File: config.mk
export PLATFORM = sky130hd
export DESIGN_NAME = uudecode_stream_unit
export DESIGN_NICKNAME = d
export VERILOG_FILES = /design/src/hdl/uuds_pkg.sv /design/src/hdl/uuds_decoder.sv /design/src/hdl/uuds_sequencer.sv /design/src/hdl/uudecode_stream_unit.sv
export SDC_FILE = /design/constraint.sdc
export NUM_CORES = 1
export LEC_CHECK = 0
export BUFFER_PORTS_ARGS = -buffer_cell sky130_fd_sc_hd__buf_2
export CAP_MARGIN = 30
export CELL_PAD_IN_SITES_DETAIL_PLACEMENT = 0
export CELL_PAD_IN_SITES_GLOBAL_PLACEMENT = 1
export CORE_UTILIZATION = 46
export CTS_BUF_LIST = sky130_fd_sc_hd__clkbuf_16
export CTS_CLUSTER_DIAMETER = 200
export DETAILED_ROUTE_END_ITERATION = 6
export PLACE_DENSITY_LB_ADDON = 0.1
export RECOVER_POWER = 50
export SYNTH_ARGS = -nofsm -noshare
export SYNTH_HDL_FRONTEND = slang
export SYNTH_SLANG_ARGS = --single-unit
export TNS_END_PERCENT = 5
File: constraint.sdc
create_clock -name i_clk -period 4.9 [get_ports i_clk]
set_input_delay 0.735 -clock i_clk [delete_from_list [all_inputs] [get_ports i_clk]]
set_output_delay 0.735 -clock i_clk [all_outputs]
set_load 0.005 [all_outputs]
File: src/hdl/uuds_pkg.sv
package uuds_pkg;

    localparam int LINE_LIMIT   = 126;
    localparam int TOTAL_BITS   = 24;
    localparam int LINE_CHARS_W = $clog2(LINE_LIMIT + 1);

    localparam logic [7:0] CHAR_NEWLINE   = 8'd10;
    localparam logic [7:0] CHAR_SPACE     = 8'd32;
    localparam logic [7:0] CHAR_COUNT_MAX = 8'd77;
    localparam logic [7:0] CHAR_DATA_MAX  = 8'd96;

    localparam logic [TOTAL_BITS-1:0] TOTAL_MAX = {TOTAL_BITS{1'b1}};

    typedef enum logic [1:0] {
        KIND_DATA  = 2'd0,
        KIND_END   = 2'd1,
        KIND_ERROR = 2'd2
    } t_kind;

    typedef struct packed {
        logic [7:0] text_char;
        logic       end_of_text;
    } t_item;

    typedef struct packed {
        logic [7:0]  out_byte;
        t_kind       kind;
        logic [23:0] byte_total;
        logic        last_of_run;
    } t_result;

    typedef struct packed {
        logic [2:0][7:0] bytes;
        logic [1:0]      n_data;
        logic            err;
        logic            eot;
    } t_bundle;

endpackage

File: src/hdl/uuds_decoder.sv
module uuds_decoder (
    input  logic             i_clk,
    input  logic             i_rst_n,
    input  logic             i_valid,
    input  uuds_pkg::t_item  i_item,
    input  logic             i_seq_free,
    output logic             o_ready,
    output logic             o_load,
    output uuds_pkg::t_bundle o_bundle
);

    logic [uuds_pkg::LINE_CHARS_W-1:0] r_line_chars, n_line_chars;
    logic                              r_line_active, n_line_active;
    logic [5:0]                        r_bytes_left, n_bytes_left;
    logic [1:0]                        r_group_slot, n_group_slot;
    logic [3:0][5:0]                   r_group_bits, n_group_bits;
    logic                              r_group_broken, n_group_broken;
    logic                              r_failed, n_failed;

    uuds_pkg::t_bundle bundle;
    logic [7:0]        c;
    logic              broken_now;
    logic [5:0]        sextet;
    logic [3:0][5:0]   full_group;
    logic [1:0]        emit_count;
    logic              produces;
    logic              accept;

    assign emit_count = (r_bytes_left >= 6'd3) ? 2'd3 : r_bytes_left[1:0];
    assign c          = i_item.text_char;
    assign broken_now = r_group_broken || (c < uuds_pkg::CHAR_SPACE)
                        || (c > uuds_pkg::CHAR_DATA_MAX);
    assign sextet     = broken_now ? 6'd0 : (c[5:0] - 6'd32);

    always_comb begin
        full_group    = r_group_bits;
        full_group[3] = sextet;
    end

    always_comb begin
        n_line_chars   = r_line_chars;
        n_line_active  = r_line_active;
        n_bytes_left   = r_bytes_left;
        n_group_slot   = r_group_slot;
        n_group_bits   = r_group_bits;
        n_group_broken = r_group_broken;
        n_failed       = r_failed;
        bundle.bytes   = r_group_bits;
        bundle.n_data  = 2'd0;
        bundle.err     = 1'b0;
        bundle.eot     = 1'b0;

        if (i_item.end_of_text) begin
            if (!r_failed && r_line_active && (r_group_slot != 2'd0)) begin
                bundle.n_data = emit_count;
            end
            bundle.eot     = 1'b1;
            n_line_chars   = '0;
            n_line_active  = 1'b0;
            n_bytes_left   = 6'd0;
            n_group_slot   = 2'd0;
            n_group_bits   = '0;
            n_group_broken = 1'b0;
            n_failed       = 1'b0;
        end else if (r_failed) begin
            n_failed = 1'b1;
        end else if (c == uuds_pkg::CHAR_NEWLINE) begin
            if (r_line_active && (r_group_slot != 2'd0)) begin
                bundle.n_data = emit_count;
            end
            n_line_chars   = '0;
            n_line_active  = 1'b0;
            n_bytes_left   = 6'd0;
            n_group_slot   = 2'd0;
            n_group_bits   = '0;
            n_group_broken = 1'b0;
        end else if (r_line_chars >= uuds_pkg::LINE_CHARS_W'(uuds_pkg::LINE_LIMIT)) begin
            bundle.err     = 1'b1;
            n_failed       = 1'b1;
            n_line_chars   = '0;
            n_line_active  = 1'b0;
            n_bytes_left   = 6'd0;
            n_group_slot   = 2'd0;
            n_group_bits   = '0;
            n_group_broken = 1'b0;
        end else begin
            n_line_chars = r_line_chars + 1'b1;
            if (r_line_chars == '0) begin
                n_line_active = (c > uuds_pkg::CHAR_SPACE) && (c <= uuds_pkg::CHAR_COUNT_MAX);
                n_bytes_left  = n_line_active ? (c[5:0] - 6'd32) : 6'd0;
            end else if (r_line_active) begin
                if (r_group_slot == 2'd3) begin
                    bundle.bytes   = full_group;
                    bundle.n_data  = emit_count;
                    n_bytes_left   = r_bytes_left - {4'd0, emit_count};
                    n_group_slot   = 2'd0;
                    n_group_bits   = '0;
                    n_group_broken = 1'b0;
                end else begin
                    n_group_bits[r_group_slot] = sextet;
                    n_group_slot               = r_group_slot + 2'd1;
                    n_group_broken             = broken_now;
                end
            end
        end
    end

    assign produces = (bundle.n_data != 2'd0) || bundle.err || bundle.eot;
    assign o_ready  = i_seq_free || !produces;
    assign accept   = i_valid && o_ready;
    assign o_load   = accept && produces;
    assign o_bundle = bundle;

    always_ff @(posedge i_clk) begin
        if (!i_rst_n) begin
            r_line_chars   <= '0;
            r_line_active  <= 1'b0;
            r_bytes_left   <= 6'd0;
            r_group_slot   <= 2'd0;
            r_group_bits   <= '0;
            r_group_broken <= 1'b0;
            r_failed       <= 1'b0;
        end else if (accept) begin
            r_line_chars   <= n_line_chars;
            r_line_active  <= n_line_active;
            r_bytes_left   <= n_bytes_left;
            r_group_slot   <= n_group_slot;
            r_group_bits   <= n_group_bits;
            r_group_broken <= n_group_broken;
            r_failed       <= n_failed;
        end
    end

endmodule

File: src/hdl/uuds_sequencer.sv
module uuds_sequencer (
    input  logic              i_clk,
    input  logic              i_rst_n,
    input  logic              i_load,
    input  uuds_pkg::t_bundle i_bundle,
    output logic              o_free,
    output logic              o_valid,
    input  logic              i_ready,
    output uuds_pkg::t_result o_result
);

    logic                            r_busy;
    logic [1:0]                      r_idx;
    logic [uuds_pkg::TOTAL_BITS-1:0] r_total;
    logic [2:0][7:0]                 r_bytes;
    logic [1:0]                      r_n_data;
    logic [2:0]                      r_count;
    logic                            r_err;

    logic                            take;
    logic                            last;
    logic                            is_data;
    logic [uuds_pkg::TOTAL_BITS-1:0] total_inc;

    assign take      = r_busy && i_ready;
    assign last      = ({1'b0, r_idx} + 3'd1) == r_count;
    assign is_data   = r_idx < r_n_data;
    assign total_inc = (r_total == uuds_pkg::TOTAL_MAX) ? r_total : (r_total + 1'b1);
    assign o_free    = !r_busy || (take && last);
    assign o_valid   = r_busy;

    always_comb begin
        o_result.last_of_run = last;
        if (is_data) begin
            o_result.out_byte   = r_bytes[r_idx];
            o_result.kind       = uuds_pkg::KIND_DATA;
            o_result.byte_total = 24'(total_inc);
        end else begin
            o_result.out_byte   = 8'd0;
            o_result.kind       = r_err ? uuds_pkg::KIND_ERROR : uuds_pkg::KIND_END;
            o_result.byte_total = 24'(r_total);
        end
    end

    always_ff @(posedge i_clk) begin
        if (!i_rst_n) begin
            r_busy  <= 1'b0;
            r_idx   <= 2'd0;
            r_total <= '0;
        end else begin
            if (take) begin
                if (is_data) begin
                    r_total <= total_inc;
                end else if (!r_err) begin
                    r_total <= '0;
                end
            end
            if (i_load) begin
                r_busy <= 1'b1;
                r_idx  <= 2'd0;
            end else if (take && last) begin
                r_busy <= 1'b0;
            end else if (take) begin
                r_idx <= r_idx + 2'd1;
            end
        end
    end

    always_ff @(posedge i_clk) begin
        if (i_load) begin
            r_bytes  <= i_bundle.bytes;
            r_n_data <= i_bundle.n_data;
            r_err    <= i_bundle.err;
            r_count  <= {1'b0, i_bundle.n_data} + {2'b00, i_bundle.err || i_bundle.eot};
        end
    end

endmodule

File: src/hdl/uudecode_stream_unit.sv
// Streaming uudecoder: one character item is taken per clock, and each item yields
// between zero and four results (up to three data bytes followed by an end-of-text
// marker, or a single line-too-long error), delivered one per clock unless stalled, from
// a result register starting the cycle after the item is accepted. An item that yields
// no result is accepted even while earlier results drain, so a full four-character group
// sustains one character per cycle while the receiver keeps up; an item that yields
// results waits until the result register has handed over its last result. A newline
// after a partial group yields up to three results, and an end of text up to four.
module uudecode_stream_unit (
    input  logic              i_clk,
    input  logic              i_rst_n,
    input  logic              i_valid,
    output logic              o_ready,
    input  uuds_pkg::t_item   i_item,
    output logic              o_valid,
    input  logic              i_ready,
    output uuds_pkg::t_result o_result
);

    logic              seq_free;
    logic              load;
    uuds_pkg::t_bundle bundle;

    uuds_decoder u_decoder (
        .i_clk      (i_clk),
        .i_rst_n    (i_rst_n),
        .i_valid    (i_valid),
        .i_item     (i_item),
        .i_seq_free (seq_free),
        .o_ready    (o_ready),
        .o_load     (load),
        .o_bundle   (bundle)
    );

    uuds_sequencer u_sequencer (
        .i_clk    (i_clk),
        .i_rst_n  (i_rst_n),
        .i_load   (load),
        .i_bundle (bundle),
        .o_free   (seq_free),
        .o_valid  (o_valid),
        .i_ready  (i_ready),
        .o_result (o_result)
    );

endmodule

=== After elaboration in Yosys (flattened, before gate mapping) ===
Index checks and enable logic that the tools add are counted.

* Magnitude comparators: 10
* Reduce and logical (&&, ||, !) cells: 34
* Add/sub/neg operators: 8
* Bitwise operators: 2
* Eq/ne operators: 7
* Multiplexer cells: 69

{| class="wikitable"
|+ Operator list
! operator !! count
|-
| 24-bit 2-to-1 mux || 12
|-
| 26-bit 2-to-1 mux || 4
|-
| 6-bit 2-to-1 mux || 10
|-
| 34-bit 2-to-1 mux || 1
|-
| 7-bit 2-to-1 mux || 4
|-
| 27-bit 2-to-1 mux || 1
|-
| 2-bit 2-to-1 mux || 13
|-
| 24-bit by 1-bit adder with 24-bit output (second input constant) || 1
|-
| 24-bit bitwise mux || 1
|-
| 24-bit equality test (second input constant) || 1
|-
| 1-bit 2-to-1 mux || 20
|-
| 8-bit binary-select mux with 2-bit select || 1
|-
| 6-bit demux with 2-bit select || 1
|-
| 5-bit nonzero test || 2
|-
| 1-bit logical AND || 9
|-
| 8-bit by 4-bit equality test with 1-bit output (second input constant) || 1
|-
| 8-bit by 6-bit greater-than comparator with 1-bit output (second input constant) || 1
|-
| 8-bit by 7-bit greater-than comparator with 1-bit output (second input constant) || 1
|-
| 8-bit by 7-bit <= comparator with 1-bit output (second input constant) || 1
|-
| 8-bit by 6-bit < comparator with 1-bit output (second input constant) || 1
|-
| 8-bit 2-to-1 mux || 1
|-
| 4-bit AND reduction || 2
|-
| 4-bit nonzero test || 2
|-
| 7-bit by 1-bit adder with 7-bit output (second input constant) || 1
|-
| 22 further kinds || 38
|}

* Logic and storage cells: 149
* Register bits: 99
* Input port bits: 13

=== Depth between registers and ports, before layout ===
* Word-level depth: 19
* Mapped depth: 10

=== Cells and area by module ===
From an unflattened synthesis, not the netlist that was laid out.

* Cells, all modules: 618
* Area, all modules: 5,710.5 sq um

{| class="wikitable"
|+ By module, submodules not included
! module !! instances !! area an instance (sq um) !! cells each
|-
| uuds_sequencer || 1 || 3,281.9 || 337
|-
| uuds_decoder || 1 || 2,428.6 || 281
|}

=== Worst setup path after synthesis ===
OpenSTA, ideal clock, no wires.

* Path type: input-to-reg
* From: input i_item[1] (netlist name)
* To: register u_sequencer.r_bytes[0] (netlist name) (enable)
* Path slack: 1,297 ps
* Data arrival time: 3,186 ps
* Stages on the path: 7
* Path buffers: 0
* Cell sequence: nor4_2 > nand4_1 > nor3_1 > nor3_1 > o21ai_0 > nand2_1 > nor2_1

* Longest elaborated chain between the ends: 11

{| class="wikitable"
|+ RTL lines
! element !! line !! text
|-
| start: declaration || uudecode_stream_unit.sv:14 || <nowiki>input uuds_pkg::t_item i_item,</nowiki>
|-
| 8-bit by 4-bit equality test with 1-bit output * || uuds_decoder.sv:67 || <nowiki>end else if (c == uuds_pkg::CHAR_NEWLINE) begin</nowiki>
|-
| 2-bit 2-to-1 mux || uuds_decoder.sv:67 ||
|-
| 27-bit 2-to-1 mux * || uuds_decoder.sv:65 || <nowiki>end else if (r_failed) begin</nowiki>
|-
| 2-bit 2-to-1 mux || uuds_decoder.sv:53 || <nowiki>if (i_item.end_of_text) begin</nowiki>
|-
| 2-bit nonzero test || uuds_decoder.sv:108 || <nowiki>assign produces = (bundle.n_data != 2'd0) || bundle.err || bundle.eot;</nowiki>
|-
| 1-bit logical OR * (2 in a row) || uuds_decoder.sv:108 ||
|-
| 1-bit logical NOT || uuds_decoder.sv:109 || <nowiki>assign o_ready = i_seq_free || !produces;</nowiki>
|-
| 1-bit logical OR || uuds_decoder.sv:109 ||
|-
| 1-bit logical AND || uuds_decoder.sv:110 || <nowiki>assign accept = i_valid && o_ready;</nowiki>
|-
| 1-bit logical AND * || uuds_decoder.sv:111 || <nowiki>assign o_load = accept && produces;</nowiki>
|-
| named net load || uudecode_stream_unit.sv:21 || <nowiki>logic load;</nowiki>
|-
| end signal: assignment || uuds_sequencer.sv:71 || <nowiki>r_bytes <= i_bundle.bytes;</nowiki>
|-
| end: declaration || uuds_sequencer.sv:15 || <nowiki>logic [2:0][7:0] r_bytes;</nowiki>
|}

Mark *: on every way through the listed nets, which the timed path passes. The rest lies on a longest branch.
A chain may end at the register's enable or synchronous reset.

==> impl_metrics.json <==
{
  "synth_seq_cells": 99,
  "die_h_um": 110,
  "setup_ws_ns": 0.912,
  "grt_pass1_wl_mm": 22.7,
  "critPathMaxFanout": 18,
  "fin_skew_ns": 0.00905,
  "start_kind": "flop",
  "design.core.area_um2": 11400,
  "rsz0062_at_grt": "no",
  "power_density_nw_per_um2": 286,
  "clkTransAtPathRegs_ns": 0.07,
  "antenna_found_initial": 0,
  "p_total_mw": 1.72,
  "dpl.hpwl_mm": 9.97,
  "initial_core_util": 0.474,
  "p_leak_nw": 2.24,
  "critPathRequiredTime_ns": 4.16,
  "worst-setup-path-type": "flop to output port",
  "clock_latency_ns": 0.35,
  "yosys.area.top_type": "dfxtp_1",
  "fin_util": 0.525,
  "synth_fp_nets": 643,
  "drc_errors": 0,
  "final_net_count": 676,
  "cts_tree": "done",
  "vdd_drop_max_v": 0.000155,
  "io_buffers": 49,
  "cts_buffer_depth": 2,
  "synth_area_per_cell_um2": 8.77,
  "grt_max_degree": 40,
  "endpoint_kind": "output port",
  "area.growth.synth_to_final_pct": 10.8,
  "rows": 39,
  "fmax_mhz": 251,
  "first_pass_iters": 5,
  "vias": 4644,
  "vias_per_cell": 5.82,
  "drive_gt1_frac": 0.133,
  "cap_violations": 0,
  "ys.flop_type": "dfxtp_1",
  "setup_violations": 0,
  "io_pins": 50,
  "overflow": 0,
  "wl_per_cell_um": 17.2,
  "synth_warnings": 0,
  "ant_nets": 0,
  "relSlewSlack": 0.257,
  "cts_root_buf": "clkbuf_16",
  "die_area_um2": 12200,
  "post_cts_buffers": 0,
  "h-tree-depth": 3,
  "insertedDiodeCount": 0,
  "slew_viol_final": 0,
  "fin_crit_ns": 3.99,
  "whs_ns": 0.437,
  "status": "finished, final reports clean",
  "seq_area_frac_synth": 0.422,
  "synthArstFlopShare": 0,
  "synth.area.top_cells": "dfxtp_1 (26%), edfxtp_1 (17%), nor2_1 (4.6%), nand2_1 (4.4%), a21oi_1 (4.1%)",
  "tns_ns": 0,
  "die_w_um": 110,
  "period_share": 0.814,
  "reg2reg_setup_slack_ns": 1.10,
  "synth_top_area_frac": 0.255,
  "synth_edf_count": 30,
  "final_cell_mix": "dfxtp_1 (69), nor2_1 (67), nand2_1 (65)",
  "postCtsResizedCells": 0,
  "layout_commonest_cell": "dfxtp_1",
  "arrival_ns": 3.25,
  "yosysUniqueCellTypes": 72,
  "dp_slack_ns": 1.52,
  "worstMarginPinSlew_ns": 1.10,
  "numClockSinks": 99,
  "gp_congestion": 0.853,
  "syn_inst": 617,
  "syn-cell-area_um2": 5410,
  "wl_mm": 13.8,
  "grt_pass1_vias": 4253,
  "drtIter0Drc": 365,
  "grt.total_usage": 0.232,
  "cts_buffers": 9,
  "hold_buffers": 0,
  "hold_path.class": "flop to flop",
  "hold_viol": 0
}
area by class of cell:
cell class,count,area (um2)
sequential,99,2280
clock buffer,9,225
clock inverter,7,65.1
tap,143,179
inverter,15,56.3
timing repair buffer,56,285
multi-input combinational,469,2910
fill,1107,5420
through the flow:
| step | cell area (um2) | cells |
|---|---|---|
| 3_5_place_dp | 5750 | 782 |
| 2_1_floorplan | 5410 | 617 |
| 3_3_place_gp | 5750 | 782 |
| 6_report | 6000 | 798 |
| 5_1_grt | 6000 | 798 |
| 4_1_cts | 6040 | 798 |
flip-flops by register name, summed over array words and instances, names as in the netlist, 3 cells and up:
register	flops
u_sequencer.r_count	3
u_sequencer.r_total	24
u_decoder.r_line_chars	7
u_sequencer.r_bytes	24
u_decoder.r_bytes_left	6
u_decoder.full_group	18
u_decoder.r_group_bits	6
worst max-delay path, cell delays in order, from the launching register on:
cell and delay [ns]:
dfxtp_1 0.76, nand2b_1 0.22, a21o_1 0.47, clkbuf_1 0.66
nor2_1 0.29, mux2_2 0.36, buf_2 0.14
kinds of logic (layout without fill, tap and decap cells):
| logic type | after synthesis | count (layout) | synth area share |
|---|---|---|---|
| AOI/OAI and AO/OA | 162 | 162 | 0.201 |
| xor gates and xnor gates | 27 | 27 | 0.0437 |
| and+or+nand+nor | 255 | 255 | 0.244 |
| muxes | 12 | 12 | 0.0224 |
| adders and majority gates | 13 | 13 | 0.0301 |
| buffers and inverters | 49 | 87 | 0.0379 |
| DFF | 99 | 99 | 0.422 |
layer usage:
layer / routed length (um) / GRT usage
met4: 85 / 0.0569
met2: 6020 / 0.346
met3: 593 / 0.0467
met1: 7060 / 0.343
met5: 0 / 0
final timing paths:
check	start	to	cells past startpoint
max reg2reg	u_sequencer.r_idx[0]$_SDFFE_PP0P_	u_decoder.full_group[14]$_SDFFE_PN0P_	8
min reg2reg	u_decoder.full_group[6]$_SDFFE_PN0P_	u_sequencer.r_bytes[6]$_DFFE_PP_	0
min	u_decoder.full_group[6]$_SDFFE_PN0P_	u_sequencer.r_bytes[6]$_DFFE_PP_	0
max	u_sequencer.r_idx[0]$_SDFFE_PP0P_	o_result[2]	6
synthesized netlist by cell type (all sizes together), types with 6 or more instances:
library cell   n
o31ai          6
nor2          67
and4           6
a31oi         11
buf            8
nand4         13
dfxtp         69
ha            13
and3          14
nor3          19
nand2         65
nand3         30
mux2i         11
xor2          12
clkbuf        26
nand2b         7
o21ai         43
xnor2         15
edfxtp        30
or3            7
o22ai          8
a21oi         45
o2bb2ai       12
inv           15
power breakdown:
| group | internal (mW) | switching [mW] |
|---|---|---|
| Combinational | 0.0514 | 0.103 |
| Sequential | 0.856 | 0.0130 |
| Clock | 0.354 | 0.340 |
Note: power is estimated with default switching activity, not from simulation.
